===== src/psu_pkg.sv =====
// Shared types and constants for the particle state update pipeline.
`timescale 1ns / 1ps
package psu_pkg;

  localparam int DivSteps = 16;
  localparam int PipeLatency = DivSteps + 4;
  localparam logic [16:0] AlphaOne = 17'h10000;
  localparam logic [30:0] AgeMax = 31'h7fffffff;

  localparam int IdxW = 3;
  localparam logic [IdxW-1:0] REG_ENABLES = 3'd0;
  localparam logic [IdxW-1:0] REG_SCALE_LOW_X = 3'd1;
  localparam logic [IdxW-1:0] REG_SCALE_LOW_Y = 3'd2;
  localparam logic [IdxW-1:0] REG_SCALE_HIGH_X = 3'd3;
  localparam logic [IdxW-1:0] REG_SCALE_HIGH_Y = 3'd4;
  localparam logic [IdxW-1:0] REG_TINT_LOW = 3'd5;
  localparam logic [IdxW-1:0] REG_TINT_HIGH = 3'd6;

  localparam int EN_TRANSLATE = 0;
  localparam int EN_ROTATE = 1;
  localparam int EN_SCALE = 2;
  localparam int EN_TINT = 3;

  // Fields that ride alongside the divider
  typedef struct packed {
    logic [31:0] pos_x;
    logic [31:0] pos_y;
    logic [31:0] rot;
    logic [30:0] age;
    logic        expired;
  } psu_side_t;

  // One divider stage worth of state
  typedef struct packed {
    logic        valid;
    logic [31:0] rem;
    logic [30:0] life;
    logic [15:0] quo;
    logic        full;
    psu_side_t   side;
  } psu_div_t;

  typedef struct packed {
    logic [3:0]  enables;
    logic [31:0] scale_low_x;
    logic [31:0] scale_low_y;
    logic [31:0] scale_high_x;
    logic [31:0] scale_high_y;
    logic [31:0] tint_low;
    logic [31:0] tint_high;
  } psu_cfg_t;

endpackage


===== src/psu_blend.sv =====
// Two-stage scale and tint blend: multiply by alpha, then floor and add.
`timescale 1ns / 1ps
module psu_blend (
  input  logic              clk,
  input  logic              rst_n,
  input  logic              valid_i,
  input  logic [16:0]       alpha_i,
  input  psu_pkg::psu_side_t side_i,
  input  psu_pkg::psu_cfg_t  cfg_i,
  output logic              valid_r,
  output psu_pkg::psu_side_t side_r,
  output logic [31:0]       scale_x_r,
  output logic [31:0]       scale_y_r,
  output logic [31:0]       tint_r
);
  import psu_pkg::*;

  logic              va_r;
  psu_side_t         sa_r;
  logic signed [50:0] px_r, py_r;
  logic signed [26:0] pt_r [4];
  logic signed [32:0] dx, dy;
  logic signed [8:0]  dt [4];
  logic signed [17:0] alpha_s;
  logic [7:0]        lo_ch [4];
  logic [31:0]       sx_nxt, sy_nxt, tint_nxt;
  logic signed [33:0] sumx, sumy;
  logic signed [10:0] sumt [4];

  // Differences of high minus low
  always_comb begin
    alpha_s = $signed({1'b0, alpha_i});
    dx = $signed({cfg_i.scale_high_x[31], cfg_i.scale_high_x})
       - $signed({cfg_i.scale_low_x[31], cfg_i.scale_low_x});
    dy = $signed({cfg_i.scale_high_y[31], cfg_i.scale_high_y})
       - $signed({cfg_i.scale_low_y[31], cfg_i.scale_low_y});
    for (int c = 0; c < 4; c++) begin
      dt[c] = $signed({1'b0, cfg_i.tint_high[24-8*c +: 8]})
            - $signed({1'b0, cfg_i.tint_low[24-8*c +: 8]});
    end
  end

  // Stage A: products
  always_ff @(posedge clk) begin
    px_r <= dx * alpha_s;
    py_r <= dy * alpha_s;
    for (int c = 0; c < 4; c++) begin
      pt_r[c] <= dt[c] * alpha_s;
    end
    sa_r <= side_i;
  end

  // Stage B: floor shift and add to low value
  always_comb begin
    sumx = $signed({{2{cfg_i.scale_low_x[31]}}, cfg_i.scale_low_x}) + px_r[49:16];
    sumy = $signed({{2{cfg_i.scale_low_y[31]}}, cfg_i.scale_low_y}) + py_r[49:16];
    sx_nxt = cfg_i.enables[EN_SCALE] ? sumx[31:0] : cfg_i.scale_low_x;
    sy_nxt = cfg_i.enables[EN_SCALE] ? sumy[31:0] : cfg_i.scale_low_y;
    tint_nxt = cfg_i.tint_low;
    for (int c = 0; c < 4; c++) begin
      lo_ch[c] = cfg_i.tint_low[24-8*c +: 8];
      sumt[c] = $signed({3'b000, lo_ch[c]}) + pt_r[c][26:16];
      if (cfg_i.enables[EN_TINT]) begin
        tint_nxt[24-8*c +: 8] = sumt[c][7:0];
      end
    end
  end

  // Output registers
  always_ff @(posedge clk) begin
    side_r <= sa_r;
    scale_x_r <= sx_nxt;
    scale_y_r <= sy_nxt;
    tint_r <= tint_nxt;
  end

  always_ff @(posedge clk) begin
    if (!rst_n) begin
      va_r <= 1'b0;
      valid_r <= 1'b0;
    end else begin
      va_r <= valid_i;
      valid_r <= va_r;
    end
  end
endmodule


===== config.mk =====
export PLATFORM = sky130hd
export DESIGN_NAME = psu_blend
export DESIGN_NICKNAME = d
export VERILOG_FILES = /design/src/psu_pkg.sv /design/src/psu_blend.sv
export SDC_FILE = /design/constraint.sdc
export NUM_CORES = 2
export LEC_CHECK = 0
export ABC_AREA = 1
export BUFFER_PORTS_ARGS = -buffer_cell sky130_fd_sc_hd__buf_2
export CAP_MARGIN = 20
export CORE_MARGIN = 2
export CORE_UTILIZATION = 40
export CTS_CLUSTER_SIZE = 12
export DETAILED_ROUTE_END_ITERATION = 12
export GPL_TIMING_DRIVEN = 1
export SYNTH_ARGS = -nofsm -noshare
export SYNTH_HDL_FRONTEND = slang
export SYNTH_SLANG_ARGS = --single-unit

===== constraint.sdc =====
create_clock -name clk -period 11.9 [get_ports clk]
set_input_delay 2.38 -clock clk [delete_from_list [all_inputs] [get_ports clk]]
set_output_delay 2.38 -clock clk [all_outputs]
set_load 0.02 [all_outputs]

==> results_dict.tcl <==
set metrics [dict create \
    antenna_found_initial 7 \
    status "finished clean" \
    arrival_ns 10.52 \
    firstDrtPassIters 5 \
    yosysMostFrequentCell "inv_1" \
    min_path_cells 0 \
    r2r-end "scale_x_r[19]$_DFF_P_" \
    synth-main-ff-cell "dfxtp_1" \
    avgRoutedWirePerCell_um 18.91 \
    critical-path-slowest-cell "nor4_1" \
    holdCritPathClass "register to register" \
    final_hold_viol_count 0 \
    setup.worst_path.start_class "input pin" \
    cts-root-buf "clkbuf_16" \
    clk_pin_slew_ns 0.06 \
    viasPerCell 5.038 \
    hold_ws_ns 0.3207 \
    synth_enable_flop_cells 0 \
    rsz0062_at_grt "no" \
    port_buffers 566 \
    yosys_warnings 0 \
    period_share_pct 83.84 \
    numCtsBuffers 54 \
    grt_pass1_vias 67270 \
    coreArea_sq_mm 0.1882 \
    grt_pass1_wl_um 372800 \
    ios 569 \
    slew_viol_final 0 \
    r2r_slack_ns 9.04 \
    relSlewSlack_pct 22.79 \
    drc 0 \
    skew_ns 0.08635 \
    die_x_um 439.9 \
    yosysUniqueCellTypes 64 \
    clock_latency_ns 0.74 \
    max_slew.worst_pin.slew_ns 1.153 \
    critPathKind "input pin to register" \
    postLayoutCoreUtil_pct 44.26 \
    grt_max_degree 67 \
    reg2reg_depth 9 \
    wl_um 236400 \
    dieArea_sq_mm 0.1935 \
    cp.required_ns 12.45 \
    layout-drive-gt1-share_pct 8.997 \
    end_kind "register" \
    synth-seq-cells 450 \
    grt_remaining_overflow 0 \
    detail-route-antenna-nets 0 \
    worstPathMaxFanout 13 \
    synthToLayoutAreaGrowth_pct 9.604 \
    hold_path.startpoint "sa_r[123]$_DFF_P_" \
    synth_top_area_cell "fa_1" \
    rows 159 \
    setup_violations 0 \
    post_cts_buffers 0 \
    gp_congestion 0.9967 \
    tns_ns 0 \
    crit_top_cell "fa_1" \
    synth_area_leaders "fa_1 38%, dfxtp_1 12%, inv_1 11%" \
    synth_top_cells_by_count "2257 x inv_1, 1749 x nand2_1, 1460 x fa_1, 1159 x nor2_1, 610 x ha_1" \
    dr.first_iter.drc_count 3847 \
    avgSynthCellArea_sq_um 7.958 \
    cts_resized 0 \
    die_h_um 439.9 \
    synthCells 9550 \
    cts_tree "built" \
    htreeDepth 2 \
    ctsLongestPathBuffers 3 \
    grt_use_total_pct 24.69 \
    max_clock_freq_ghz 0.1002 \
    syn_area_sq_mm 0.07600 \
    hold_buffers 0 \
    max_cap_viol_count 0 \
    fin_nets 12390 \
    synth_top_area_share_pct 38.46 \
    syn_nets 11960 \
    hold_end "side_r[123]$_DFF_P_" \
    slowest_delay_ns 0.59 \
    dp_hpwl_um 190900 \
    synthArstFlopShare_pct 0 \
    r2r_start "px_r[30]$_DFF_P_" \
    cts.sinks 450 \
    vias 62990 \
    ys_seq_area_share_pct 11.85 \
    fillers 18900 \
    start_util_pct 40.38 \
    min_period_ns 9.977 \
]
worst max-delay path by stage:
| stage | from | endpoint | slack, ns | depth (start not counted) |
|---|---|---|---|---|
| after floorplan | cfg_i[64] | py_r[47]$_DFF_P_ | 2.82 | 38 |
| after global placement | cfg_i[128] | py_r[46]$_DFF_P_ | 1.30 | 35 |
| after detailed placement | cfg_i[128] | py_r[46]$_DFF_P_ | 1.25 | 35 |
| after CTS | cfg_i[128] | py_r[46]$_DFF_P_ | 1.96 | 35 |
| after global routing | cfg_i[96] | px_r[47]$_DFF_P_ | 1.50 | 39 |
| final | cfg_i[128] | py_r[46]$_DFF_P_ | 1.92 | 34 |
layout by cell type, fill, tap and decap left out, types with 18 or more instances in the layout:
| cell type | Yosys | final |
|---|---|---|
| buf_4 | 5 | 95 |
| o21a_1 | 20 | 20 |
| nand2_2 | 27 | 27 |
| fa_1 | 1460 | 1460 |
| clkbuf_16 | 0 | 54 |
| nand4_1 | 37 | 37 |
| or2_2 | 59 | 59 |
| nand3_1 | 288 | 288 |
| nor3_1 | 56 | 56 |
| o21bai_1 | 23 | 23 |
| a21o_1 | 33 | 33 |
| inv_1 | 2257 | 2252 |
| xnor2_1 | 57 | 56 |
| nand3b_1 | 18 | 18 |
| dfxtp_1 | 450 | 450 |
| a31oi_1 | 21 | 21 |
| o21ai_0 | 244 | 244 |
| nand2_1 | 1749 | 1749 |
| nor2_1 | 1159 | 1159 |
| buf_2 | 25 | 563 |
| a21oi_1 | 358 | 358 |
| xor2_1 | 128 | 124 |
| ha_1 | 610 | 610 |
| inv_2 | 15 | 21 |
worst max-delay path: cells and delay by family:
| family | cells | cell delay, ns |
|---|---|---|
| fa+ha+maj | 9 | 3.95 |
| xor+xnor | 2 | 0.72 |
| simple gates | 13 | 2.23 |
| compound gates | 2 | 0.31 |
| buf+inv | 8 | 0.91 |
area by class of cell:
class                   count  area (sq um)  area share [%]
flip-flops and latches    450          9009           10.81
repair buffers            660          3571           4.287
inverters                2278          8553           10.27
clock buffers              64          1439           1.727
diodes                      4         10.01         0.01202
clock inverters            24         321.6          0.3860
multi-input cells        6527         57280           68.76
well taps                2495          3122           3.748
logic make-up after synthesis:
| family | count (synthesis) | share of synthesized area (%) |
|---|---|---|
| buffers and inverters | 2573 | 12.83 |
| adders and majority gates | 2070 | 48.50 |
| xor gates and xnor gates | 197 | 2.389 |
| AOI/OAI and AO/OA | 808 | 6.044 |
| and+or+nand+nor | 3452 | 18.38 |
| DFF | 450 | 11.85 |
flip-flops by register name, indices dropped and copies added (netlist names):
register / count
pt_r: 32
px_r: 32
py_r: 32
sa_r: 128
scale_x_r: 32
scale_y_r: 32
side_r: 128
tint_r: 32
va_r: 1
valid_r: 1
layer usage:
metal  share of wire [%]  up-vias  global-route usage (%)
li1                    -    29130                       -
met1                  41    31280                   31.36
met2                  49     2169                   43.17
met3                 6.1      407                   2.952
met4                 3.8        6                   8.777
met5               0.019        -                       0
through the flow:
step                      setup WS, ns  area (sq um)  instances
after floorplan                  2.819         76000       9550
after global placement           1.304         81530      12410
after detailed placement         1.252         81530      12410
after CTS                        1.963         83290      12500
after global routing             1.500         83300      12500
final                            1.923         83300      12500
Power is not shown: default switching activity piles up to over one toggle a cycle in this logic, so the estimate is an artifact.
