===== src/psu_pkg.sv =====
// Shared types and constants for the particle state update pipeline.
`timescale 1ns / 1ps
package psu_pkg;

  localparam int DivSteps = 16;
  localparam int PipeLatency = DivSteps + 4;
  localparam logic [16:0] AlphaOne = 17'h10000;
  localparam logic [30:0] AgeMax = 31'h7fffffff;

  localparam int IdxW = 3;
  localparam logic [IdxW-1:0] REG_ENABLES = 3'd0;
  localparam logic [IdxW-1:0] REG_SCALE_LOW_X = 3'd1;
  localparam logic [IdxW-1:0] REG_SCALE_LOW_Y = 3'd2;
  localparam logic [IdxW-1:0] REG_SCALE_HIGH_X = 3'd3;
  localparam logic [IdxW-1:0] REG_SCALE_HIGH_Y = 3'd4;
  localparam logic [IdxW-1:0] REG_TINT_LOW = 3'd5;
  localparam logic [IdxW-1:0] REG_TINT_HIGH = 3'd6;

  localparam int EN_TRANSLATE = 0;
  localparam int EN_ROTATE = 1;
  localparam int EN_SCALE = 2;
  localparam int EN_TINT = 3;

  // Fields that ride alongside the divider
  typedef struct packed {
    logic [31:0] pos_x;
    logic [31:0] pos_y;
    logic [31:0] rot;
    logic [30:0] age;
    logic        expired;
  } psu_side_t;

  // One divider stage worth of state
  typedef struct packed {
    logic        valid;
    logic [31:0] rem;
    logic [30:0] life;
    logic [15:0] quo;
    logic        full;
    psu_side_t   side;
  } psu_div_t;

  typedef struct packed {
    logic [3:0]  enables;
    logic [31:0] scale_low_x;
    logic [31:0] scale_low_y;
    logic [31:0] scale_high_x;
    logic [31:0] scale_high_y;
    logic [31:0] tint_low;
    logic [31:0] tint_high;
  } psu_cfg_t;

endpackage


===== src/psu_div_stage.sv =====
// One restoring-division stage: produces one quotient bit of age/lifetime.
`timescale 1ns / 1ps
module psu_div_stage (
  input  logic             clk,
  input  logic             rst_n,
  input  psu_pkg::psu_div_t d_i,
  output psu_pkg::psu_div_t d_r
);
  import psu_pkg::*;

  logic [31:0] shifted;
  logic        ge;
  psu_div_t    d_nxt;

  // Shift remainder, subtract divisor when it fits
  always_comb begin
    shifted = {d_i.rem[30:0], 1'b0};
    ge = (shifted >= {1'b0, d_i.life});
    d_nxt = d_i;
    d_nxt.rem = ge ? (shifted - {1'b0, d_i.life}) : shifted;
    d_nxt.quo = {d_i.quo[14:0], ge};
  end

  always_ff @(posedge clk) begin
    if (!rst_n) begin
      d_r.valid <= 1'b0;
    end else begin
      d_r.valid <= d_nxt.valid;
    end
  end

  always_ff @(posedge clk) begin
    d_r.rem <= d_nxt.rem;
    d_r.life <= d_nxt.life;
    d_r.quo <= d_nxt.quo;
    d_r.full <= d_nxt.full;
    d_r.side <= d_nxt.side;
  end
endmodule


===== config.mk =====
export PLATFORM = sky130hd
export DESIGN_NAME = psu_div_stage
export DESIGN_NICKNAME = d
export VERILOG_FILES = /design/src/psu_pkg.sv /design/src/psu_div_stage.sv
export SDC_FILE = /design/constraint.sdc
export NUM_CORES = 1
export LEC_CHECK = 0
export BUFFER_PORTS_ARGS = -buffer_cell sky130_fd_sc_hd__buf_2
export CAP_MARGIN = 30
export CORE_AREA = 3 3 163 165
export DETAILED_ROUTE_END_ITERATION = 16
export DIE_AREA = 0 0 166 168
export PLACE_DENSITY = 0.64
export SLEW_MARGIN = 40
export SYNTH_ARGS = -nofsm -noshare
export SYNTH_HDL_FRONTEND = slang
export SYNTH_SLANG_ARGS = --single-unit

===== constraint.sdc =====
create_clock -name clk -period 4.35 [get_ports clk]
set_clock_uncertainty 0.1 [all_clocks]
set_input_delay 0.87 -clock clk [delete_from_list [all_inputs] [get_ports clk]]
set_output_delay 0.87 -clock clk [all_outputs]
set_load 0.03 [all_outputs]

==> results of run 1 <==
## power by group through the flow
stage | Sequential [mW] | Combinational [mW] | Clock [mW]
after floorplan | 2.45 | 0.316 | 0
after global placement | 2.14 | 0.976 | 0
after detailed placement | 2.14 | 0.984 | 0
after CTS | 2.10 | 0.989 | 2.07
after global routing | 2.11 | 1.05 | 2.15
final | 2.10 | 0.975 | 2.00
## synthesized netlist by cell type (all sizes together), types with 2 or more instances
master  instances
and3            9
a21oi          31
a311o           2
a41oi           2
mux2           18
a31oi           6
a31o            2
or3             2
inv            39
nand3          15
o21bai          3
nand4           4
o211ai          3
xnor2          14
nor2b           4
mux2i           2
clkbuf          4
ha             31
a21o           15
buf             8
nor3           11
and4            2
o21ai          24
and2            2
a211oi          5
xor2            5
a21boi          4
o31ai           8
nand2          22
nor2           20
dfxtp         209
o21a            6
## kinds of logic (layout without fill, tap and decap cells)
family,after synthesis,count (layout)
AOI/OAI and AO/OA,122,122
adders and majority gates,32,32
DFF,209,209
and+or+nand+nor,98,98
xor gates and xnor gates,19,19
muxes,20,20
other,0,3
buffers and inverters,51,503
## per-layer routing
layer	vias up	track usage, %	wire length (um)
met3	51	5.59	2150
li1	2788	-	-
met1	2604	19.0	9480
met2	248	29.6	12100
met5	-	0	21
met4	4	5.57	831
## metrics by stage
step,std cells,setup slack [ns]
finish,1336,0.968
global route,1334,0.849
CTS,1333,0.981
detailed placement,1292,0.440
global placement,1292,0.497
floorplan,551,0.945
## how the worst min path moves through the flow
stage                  start       end  slack (ns)
floorplan             d_i[0]    d_r[0]        0.80
global placement     d_i[35]   d_r[35]        0.87
detailed placement   d_i[53]   d_r[53]        0.87
CTS                 d_i[105]  d_r[105]        0.33
global route         d_i[81]   d_r[81]        0.33
finish               d_i[24]   d_r[24]        0.36
## area by class of cell
type / instances / area (um2) / area share (%)
Timing Repair Buffer: 423 / 2130 / 21.6
Antenna cell: 3 / 7.51 / 0.0762
Clock inverter: 12 / 120 / 1.22
Inverter: 39 / 146 / 1.49
Tap cell: 330 / 413 / 4.19
Clock buffer: 29 / 671 / 6.81
Sequential cell: 209 / 4180 / 42.5
Multi-Input combinational cell: 291 / 2170 / 22.1
==> impl_results.md, run 1 <==
* End of the critical path: d_r[198]
* Ratio of cells with drive above 1 in the final layout at 49.0%
* Tot GR Track Use at 16.7%
* Sequential share of power at 41.4%
* Actual transition at the worst max-transition pin at 0.653 ns
* Post-synthesis instance area at between 6000 and 7000 um2
* Initial antenna violation count at 4
* Top cell type's share of synthesized area at 63.7%
* Fill count at 2515
* Power share of the combinational group at 19.2%
* Internal Power at 3.62 mW
* Largest fanout of any net on the critical path at 8
* I/O pin count at 420
* Fraction of the core area covered by cells at the end of the flow at 39.1%
* Die Footprint at 27900 um2
* Flop and latch count out of synthesis at roughly 210
* TritonCTS clock tree: yes
* Power density relative to cell area at roughly 520 nW/um2
* Cell-by-cell listing of the critical path: buf_2 > inv_1 > fa_1 > a211oi_2 > o21ai_2 > o21a_1 > o41ai_4 > a311oi_2 > nor2_4 > inv_2 > buf_4 > mux2_4
* Area growth from synthesis to final layout at 49.8%
* Portion of netlist area occupied by mux cells at 4.19%
* Result of the run: completed
* Post-synthesis net count at 794
* Main flop type after synthesis: dfxtp_1
* Starting density of the core at 26.1%
* Cells resized by post-CTS repair at 0
* Placement-stage cell area at 9050 um2
* Post-Synth Simple-Gate Area at 7.56%
* Largest net degree at the start of global routing at 14
* Buffers & Inverters on Critical Path at 4
* Share of the synthesized area in compound gates (AO/OA/AOI/OAI) at 12.6%
* Remaining Overflow, GRT at 0
* Net load switching power at approximately 1.5 mW
* Die H at 168 um
* Max_cap viols at 0
* Mean routed wirelength per cell at 18.4 um
* Max reg flops at roughly 210
* Total Routed Length at ~25000 um
* Total number of H-tree levels at 1
* Most flop-heavy register: d_r
* Total Power at 5.07 mW
* Number of library cell types mapped by synthesis at 57
* Number of CTS-inserted buffers at 24
* Clock Path Buffers at 3
* Final Setup Violations at 0
* RSZ-0062 raised after global routing: false
* Final antenna-violating net count at 0
* Number of vias in the routed layout at 5695
* Net switching share of the total power at 28.6%
* Post-DR vias/cell at 4.26
* Clk pin slew, worst setup/hold paths at 0.06 ns
* Synthesized netlist cell count at 551
* Clk sink count at 209
* Fin crit period at 3.38 ns
* Main combinational cell family by area after synthesis: compound AO/OA/AOI/OAI gates
* Post-DP HPWL at 20300 um
* CP Launch Type: input port
* Largest registers: d_r (209)
* Worst Path Class, Setup: in -> reg
* Critical Path Start: d_i[145]
* Number of hold buffers added after cts at 0
* First DRT Iteration DRCs at 217
* Area share of xor/xnor cells in the synthesized design at 2.53%
* Core Box Area at 25200 um2
* Ratio of final minimum period to clock period at 77.7%
* Cell at the root of the clock tree: clkbuf_16
* Leading cell types by total area after synthesis: dfxtp_1 64%, ha_1 5.9%, mux2_4 3.2%
* Clk pwr share at 39.4%
* Cell count along the critical path at 12
* Leakage component of the power at 4.99 nW
* Class of the tightest hold or removal check: in -> reg
* Arrival time at the worst endpoint at 3.67 ns
* Cell area after layout at 9850 um2
* Number of global-route vias before repair at 5898
* Syn Area/Cell at 11.9 um2
* Count of flip-flops with a built-in enable after synthesis at 0
* Total Nets Final at roughly 1200
* Crit. End Element: flip-flop
* Global-route wire length before repair at 36100 um
* First-pass iteration count of the detailed router at 4
* Max Slew Vio Count at 0
* Summed negative setup slack over all endpoints at 0 ns
* Required time of the critical path at roughly 4.6 ns
* Stage delay of the slowest cell on the critical path at 0.49 ns
* Worst hold slack after final layout at 0.358 ns
* Commonest cells after routing, fill and taps aside: 417 x buf_2, 209 x dfxtp_1, 38 x inv_1, 31 x a21oi_1, 31 x ha_1
* Worst vdd ir at 0.328 mV
* Number of cell rows at 58
* Async set-reset flop share out of synthesis at 0%
* Most area-hungry cell type in the Yosys netlist: dfxtp_1
* Port Buf Inserts at 417
* Count of endpoints failing hold in the final timing report at 0
* Adder-cell share of the synthesized area at 6.21%
* Cell type group with the largest total delay on the critical path: compound AO/OA/AOI/OAI gates
* Relative slew slack at 55.7%
* Worst-path cell with the longest stage delay: fa_1
* RePlAce Congestion at 0.898
* Proportion of synthesized chip area in sequential cells at ~64%
* Number of buffers inserted by post-CTS setup repair at 0
* Most common library cell in the layout ignoring fill and taps: buf_2
* Depth of the worst hold-timing path at 1
* Fmax at 0.296 GHz
* Die Span X at 166 um
* Number of remaining DRC errors at 0
* Number of warnings reported in the yosys synthesis log at 0
No activity file was read; power rests on OpenSTA's default activity.
==> run 2, diff against run 1 <==
--- a/config.mk
+++ b/config.mk
@@ -5,12 +5,13 @@
 export SDC_FILE = /design/constraint.sdc
 export NUM_CORES = 1
 export LEC_CHECK = 0
+export ABC_AREA = 1
 export BUFFER_PORTS_ARGS = -buffer_cell sky130_fd_sc_hd__buf_2
 export CAP_MARGIN = 30
-export CORE_AREA = 3 3 163 165
+export CORE_AREA = 3 3 162 164
 export DETAILED_ROUTE_END_ITERATION = 16
-export DIE_AREA = 0 0 166 168
-export PLACE_DENSITY = 0.64
+export DIE_AREA = 0 0 165 167
+export PLACE_DENSITY = 0.7
 export SLEW_MARGIN = 40
 export SYNTH_ARGS = -nofsm -noshare
 export SYNTH_HDL_FRONTEND = slang
==> constraint.sdc (replaced) <==
create_clock -name clk -period 3.05 [get_ports clk]
set_clock_uncertainty 0.1 [all_clocks]
set_input_delay 0.61 -clock clk [delete_from_list [all_inputs] [get_ports clk]]
set_output_delay 0.61 -clock clk [all_outputs]
set_load 0.03 [all_outputs]
==> impl_results.md, run 2 <==
* Most numerous cell in the Yosys netlist: nand2_1
* Multi-input combinational cell area at 2370 um2 (+9.1%)
* Largest fanout of any net on the critical path at 15 (+7)
* Final antenna-violating net count at 0 (unchanged)
* Cell area after layout at 10500 um2 (+6.7%)
* Result of the run: completed
* Core Box Area at 25000 um2 (-0.58%)
* Arrival time at the worst endpoint at 2.41 ns (-1.26 ns)
* Clock Path Buffers at 3 (unchanged)
* Async set-reset flop share out of synthesis at 0% (unchanged)
* Ratio of cells with drive above 1 in the final layout at 35.9% (-13 points)
* Critical Path Start: d_i[145]
* Clk sink count at 209 (unchanged)
* Tot GR Track Use at 19.8% (+3.1 points)
* Starting density of the core at 28.9% (+2.8 points)
* Required time of the critical path at 3.36 ns (-1.28 ns)
* Relative slew slack at 75.8% (+20 points)
* Number of library cell types mapped by synthesis at 27 (-53%)
* Mean routed wirelength per cell at 17.4 um (-5.5%)
* Worst Hold Endpoint: d_r[48]
* Launch point of the worst hold path: d_i[48]
* Class of the tightest hold or removal check: in -> reg
* Post-DR vias/cell at 4.13 (-3.2%)
* RePlAce Congestion at 0.899 (+0.12%)
* Placement-stage cell area at 9720 um2 (+7.4%)
* Number of vias in the routed layout at 6849 (+20%)
* Cells resized by post-CTS repair at 0 (unchanged)
* Number of global-route vias before repair at 6841 (+16%)
* Length of routed met3 wiring at 2680 um (+25%)
* Area growth from synthesis to final layout at 45.4%
* Ratio of final minimum period to clock period at 68.7%
* Commonest cells after routing, fill and taps aside: 417 x buf_2, 310 x nand2_1, 209 x dfxtp_1, 159 x inv_1, 42 x nand3_1
* Fill count at 2576 (+2.4%)
* RSZ-0062 raised after global routing: false
* Clk pin slew, worst setup/hold paths at 0.06 ns (about the same)
* Number of hold buffers added after cts at 0 (unchanged)
* Most area-hungry cell type in the Yosys netlist: dfxtp_1
* Depth of the worst hold-timing path at 1 (unchanged)
* Total Nets Final at 1550 (+26%)
* First DRT Iteration DRCs at 381 (+76%)
* Crit. End Element: flip-flop
* Main flop type after synthesis: dfxtp_1
* Detailed-routed wire length on met2 at 13500 um (+11%)
* Remaining Overflow, GRT at 0 (unchanged)
* Total Power at 7.18 mW (+42%)
* Fin crit period at 2.10 ns
* Synthesized netlist cell count at 865 (+57%)
* Post-synthesis net count at 1108 (+40%)
* M1 WL at 11800 um (+25%)
* Max reg flops at 209 (unchanged)
* Number of remaining DRC errors at 0 (unchanged)
* Initial antenna violation count at 26 (+22)
* Worst Path Class, Setup: in -> reg
* Leading cell types by total area after synthesis: dfxtp_1 58%, nand2_1 16%, inv_1 8.3%
* Port Buf Inserts at 417 (unchanged)
* Top cell type's share of synthesized area at 57.9% (-5.7 points)
* Syn Area/Cell at 8.35 um2 (-30%)
* Number of cell rows at 58 (unchanged)
* Actual transition at the worst max-transition pin at 0.361 ns (-0.292 ns)
* Number of CTS-inserted buffers at 23 (-4.2%)
* Worst vdd ir at 0.446 mV (+36%)
* Top Layer Used: met5
* Max_cap viols at 0 (unchanged)
* Die Footprint at 27600 um2 (-1.2%)
* Total Routed Length at 28900 um (+17%)
* Largest net degree at the start of global routing at 33 (+19)
* Largest registers: d_r (209)
* Max Slew Vio Count at 0 (unchanged)
* Summed negative setup slack over all endpoints at 0 ns (unchanged)
* Die H at 167 um (-0.60%)
* Most flop-heavy register: d_r
* Worst hold slack after final layout at 0.0834 ns (-0.275 ns)
* Post-DP HPWL at 24400 um (+20%)
* Count of endpoints failing hold in the final timing report at 0 (unchanged)
* First-pass iteration count of the detailed router at 5 (+1)
* Post-synthesis instance area at 7220 um2 (+9.9%)
* CP Launch Type: input port
* Die Span X at 165 um (-0.60%)
* Leakage component of the power at 6.00 nW (+20%)
* Reg area at 4180 um2 (unchanged)
* Number of warnings reported in the yosys synthesis log at 0 (unchanged)
* Global-route wire length before repair at 40700 um (+13%)
* Fmax at 0.477 GHz
* I/O pin count at 420 (unchanged)
* TritonCTS clock tree: yes
* Flop and latch count out of synthesis at 209 (unchanged)
* Final Setup Violations at 0 (unchanged)
* Fraction of the core area covered by cells at the end of the flow at 42.0% (+2.9 points)
* Power density relative to cell area at 683 nW/um2 (+33%)
* Count of flip-flops with a built-in enable after synthesis at 0 (unchanged)
* Top post-synthesis cells by count: 310 x nand2_1, 209 x dfxtp_1, 159 x inv_1, 42 x nand3_1, 39 x nor2_1
* Number of buffers inserted by post-CTS setup repair at 0 (unchanged)
* Most common library cell in the layout ignoring fill and taps: buf_2
* Total number of H-tree levels at 1 (unchanged)
* Proportion of synthesized chip area in sequential cells at 57.9% (-5.7 points)
* Cell at the root of the clock tree: clkbuf_16
-- run 2: cell count changes in the layout (fill, tap and decap cells not counted), moves of 15 or more --
cell     previous run  this run
inv_1              38       159
a21oi_1            31        14
nand3_1            15        42
a21o_1             15         0
o21ai_0            23         3
nand2_1            22       310
nor2_1             19        39
-- run 2: routing by layer --
layer / vias to the layer above / GRT usage (%)
met5: - / 0
met4: 16 / 5.32
met3: 58 / 5.90
met2: 276 / 33.5
met1: 3022 / 24.5
li1: 3477 / -
-- run 2: per-stage QoR --
stage                     setup slack, ns  instances
final                               0.953       1660
after global routing                0.747       1653
after CTS                           0.948       1652
after detailed placement            0.405       1612
after global placement              0.401       1612
after floorplan                     0.737        865
-- run 2: worst max path at each step --
stage          cells past startpoint  endpoint  slack [ns]
2_1_floorplan                     13  d_r[201]        0.74
3_3_place_gp                      14  d_r[198]        0.40
3_5_place_dp                      12  d_r[198]        0.40
4_1_cts                           12  d_r[198]        0.95
5_1_grt                           12  d_r[198]        0.75
6_report                          14  d_r[200]        0.95
-- run 2: cells by family after synthesis --
logic type / count (synthesis) / synth area share (%)
simple gates: 421 / 23.8
compound gates: 21 / 1.63
buf+inv: 167 / 9.23
fa+ha+maj: 32 / 5.65
xor+xnor: 15 / 1.82
flops: 209 / 57.9
-- run 2: area by class of cell --
type | count | share of cell area, %
inverters | 161 | 5.78
repair buffers | 423 | 20.4
multi-input cells | 489 | 22.6
diodes | 8 | 0.191
clock buffers | 32 | 6.37
well taps | 330 | 3.93
flip-flops and latches | 209 | 39.8
clock inverters | 8 | 0.917
-- run 2: worst max-delay path, cell delays in order --
cell     delay, ns
buf_2         0.09
inv_1         0.06
fa_1          0.47
nand3_1       0.11
nand3_1       0.10
nand2_1       0.08
nand2_2       0.09
nand2_1       0.09
nand3_1       0.07
nand2_1       0.10
nand2_4       0.14
buf_4         0.23
nand3_1       0.10
nand2_1       0.07
-- run 2: where the power goes --
group / switching, mW / internal (mW) / leakage, nW / total, mW
clock: 1.14 / 1.63 / 0.371 / 2.77
combinational: 0.983 / 0.437 / 3.86 / 1.42
sequential: 0.0498 / 2.94 / 1.76 / 2.99
total: 2.17 / 5.01 / 6.00 / 7.18
==> run 3, diff against run 2 <==
--- a/config.mk
+++ b/config.mk
@@ -11,7 +11,7 @@
 export CORE_AREA = 3 3 162 164
 export DETAILED_ROUTE_END_ITERATION = 16
 export DIE_AREA = 0 0 165 167
-export PLACE_DENSITY = 0.7
+export PLACE_DENSITY = 0.68
 export SLEW_MARGIN = 40
 export SYNTH_ARGS = -nofsm -noshare
 export SYNTH_HDL_FRONTEND = slang
==> constraint.sdc (replaced) <==
create_clock -name clk -period 2 [get_ports clk]
set_clock_uncertainty 0.1 [all_clocks]
set_input_delay 0.4 -clock clk [delete_from_list [all_inputs] [get_ports clk]]
set_output_delay 0.4 -clock clk [all_outputs]
set_load 0.03 [all_outputs]
==> impl_results.md, run 3 (same netlist as run 2, synthesis figures left out) <==
* RePlAce Congestion at 0.930 (+3.4%)
* Area growth from synthesis to final layout at 82.1%
* Total Nets Final at 1836 (+18%)
* Clk sink count at 209 (unchanged)
* Largest net degree at the start of global routing at 19 (-42%)
* Most flop-heavy register: d_r
* Relative slew slack at 80.0% (+4.2 points)
* Commonest cells after routing, fill and taps aside: 417 x buf_2, 310 x nand2_1, 209 x dfxtp_1, 199 x dlygate4sd3_1, 159 x inv_1
* Die H at 167 um (unchanged)
* Number of global-route vias before repair at 8475 (+24%)
* Critical Path Start: d_i[146]
* Starting density of the core at 28.9% (unchanged)
* Launch point of the worst hold path: d_i[200]
* Max Slew Vio Count at 0 (unchanged)
* Port Buf Inserts at 417 (unchanged)
* Number of hold buffers added after cts at 199 (+199)
* Cells resized by post-CTS repair at 0 (unchanged)
* Number of CTS-inserted buffers at 23 (unchanged)
* Mean routed wirelength per cell at 17.0 um (-2.4%)
* Final Setup Violations at 0 (unchanged)
* I/O pin count at 420 (unchanged)
* Die Span X at 165 um (unchanged)
* Reg area at 4180 um2 (unchanged)
* Core Box Area at 25000 um2 (unchanged)
* First-pass iteration count of the detailed router at 4 (-1)
* Ratio of final minimum period to clock period at approximately 90%
* Clk pin slew, worst setup/hold paths at 0.06 ns (about the same)
* Number of remaining DRC errors at 0 (unchanged)
* Worst-path cell with the longest stage delay: fa_2
* Ratio of cells with drive above 1 in the final layout at 34.9% (-0.97 points)
* Largest registers: d_r (209)
* Leakage component of the power at 7.26 nW (+21%)
* Post-DR vias/cell at 4.10 (-0.64%)
* RSZ-0062 raised after global routing: false
* Worst hold slack after final layout at 0.0174 ns (-0.0661 ns)
* Global-route wire length before repair at 49100 um (+21%)
* Initial antenna violation count at 19 (-27%)
* Die Footprint at 27600 um2 (unchanged)
* Power density relative to cell area at 874 nW/um2 (+28%)
* Stage delay of the slowest cell on the critical path at 0.38 ns (-0.09 ns)
* Total number of H-tree levels at 1 (unchanged)
* Tot GR Track Use at 23.5% (+3.7 points)
* Max_cap viols at 0 (unchanged)
* Fill count at 2338 (-9.2%)
* Number of cell rows at 58 (unchanged)
* Class of the tightest hold or removal check: in -> reg
* Post-Layout Cell Count at 1947 (+17%)
* Largest fanout of any net on the critical path at 16 (+1)
* Multi-input combinational cell area at 2380 um2 (+0.11%)
* Fin crit period at 1.80 ns
* Actual transition at the worst max-transition pin at 0.300 ns (-0.0619 ns)
* Worst Path Class, Setup: in -> reg
* Required time of the critical path at 2.31 ns (-1.05 ns)
* Fraction of the core area covered by cells at the end of the flow at 52.6% (+11 points)
* End of the critical path: d_r[194]
* Remaining Overflow, GRT at 0 (unchanged)
* TritonCTS clock tree: yes
* Final antenna-violating net count at 0 (unchanged)
* First DRT Iteration DRCs at 386 (+1.3%)
* Result of the run: completed
* Clock Path Buffers at 3 (unchanged)
* Number of buffers inserted by post-CTS setup repair at 0 (unchanged)
* Post-DP HPWL at 25400 um (+4.3%)
* Count of endpoints failing hold in the final timing report at 0 (unchanged)
* Arrival time at the worst endpoint at 2.11 ns (-0.30 ns)
* Cell-by-cell listing of the critical path: buf_2 > inv_1 > fa_2 > nand3_1 > nand3_1 > nand2_1 > nand2_2 > nand2_1 > nand3_1 > nand2_1 > nand2_4 > buf_12 > nand3_1 > nand2_1
* Placed cells at 1699 (+5.4%)
* Total Routed Length at 33100 um (+15%)
* CP Launch Type: input port
* Total Power at 11.5 mW (+60%)
* Most common library cell in the layout ignoring fill and taps: buf_2
* Cell at the root of the clock tree: clkbuf_16
* Fmax at 0.554 GHz
* Crit. End Element: flip-flop
* Worst vdd ir at 1.05 mV (+130%)
* Summed negative setup slack over all endpoints at 0 ns (unchanged)
* Max reg flops at 209 (unchanged)
* Number of vias in the routed layout at 7982 (+17%)
## run 3: changes by cell type in the layout (fill, tap and decap cells not counted), moves of 2 or more
cell | previous run | this run
clkinvlp_4 | 2 | 0
clkbuf_8 | 6 | 2
dlygate4sd3_1 | 0 | 199
clkinv_2 | 1 | 7
buf_12 | 1 | 3
buf_4 | 5 | 90
## run 3: worst min path at each step
stage / endpoint / slack, ns / cells after the start
5_1_grt: d_r[201] / 0.03 / 3
6_report: d_r[201] / 0.02 / 3
4_1_cts: d_r[201] / 0.002 / 3
3_5_place_dp: d_r[59] / 0.40 / 1
2_1_floorplan: d_r[0] / 0.33 / 0
3_3_place_gp: d_r[93] / 0.40 / 1
## run 3: cell type report
type | count | area share, %
Antenna cell | 9 | 0.171
Clock buffer | 29 | 4.70
Clock inverter | 11 | 0.941
Inverter | 161 | 4.61
Multi-Input combinational cell | 489 | 18.1
Sequential cell | 209 | 31.8
Tap cell | 330 | 3.14
Timing Repair Buffer | 709 | 36.6
## run 3: power breakdown
group | switching [mW] | leakage (nW) | internal (mW)
sequential | 0.0915 | 1.76 | 4.48
clock | 1.73 | 0.372 | 2.46
combinational | 1.64 | 5.13 | 1.10
total | 3.46 | 7.26 | 8.05
## run 3: worst max-delay path, delay by kind of cell
kind,cells,cell delay (ns)
adders and majority gates,1,0.38
buffers and inverters,3,0.33
and+or+nand+nor,10,0.98
## run 3: routing by layer
| metal | GRT usage, % | up-vias | routed length, um |
|---|---|---|---|
| met2 | 40.4 | 278 | 15800 |
| met3 | 7.19 | 72 | 2550 |
| li1 | - | 4050 | - |
| met5 | 0 | - | 133 |
| met1 | 28.1 | 3562 | 13600 |
| met4 | 6.75 | 20 | 1010 |
## run 3: through the flow
stage	worst slack [ns]	instance area [um2]
floorplan	0.0235	7230
global placement	-0.284	10400
detailed placement	-0.329	10400
CTS	0.230	13100
global route	0.00432	13100
finish	0.196	13200
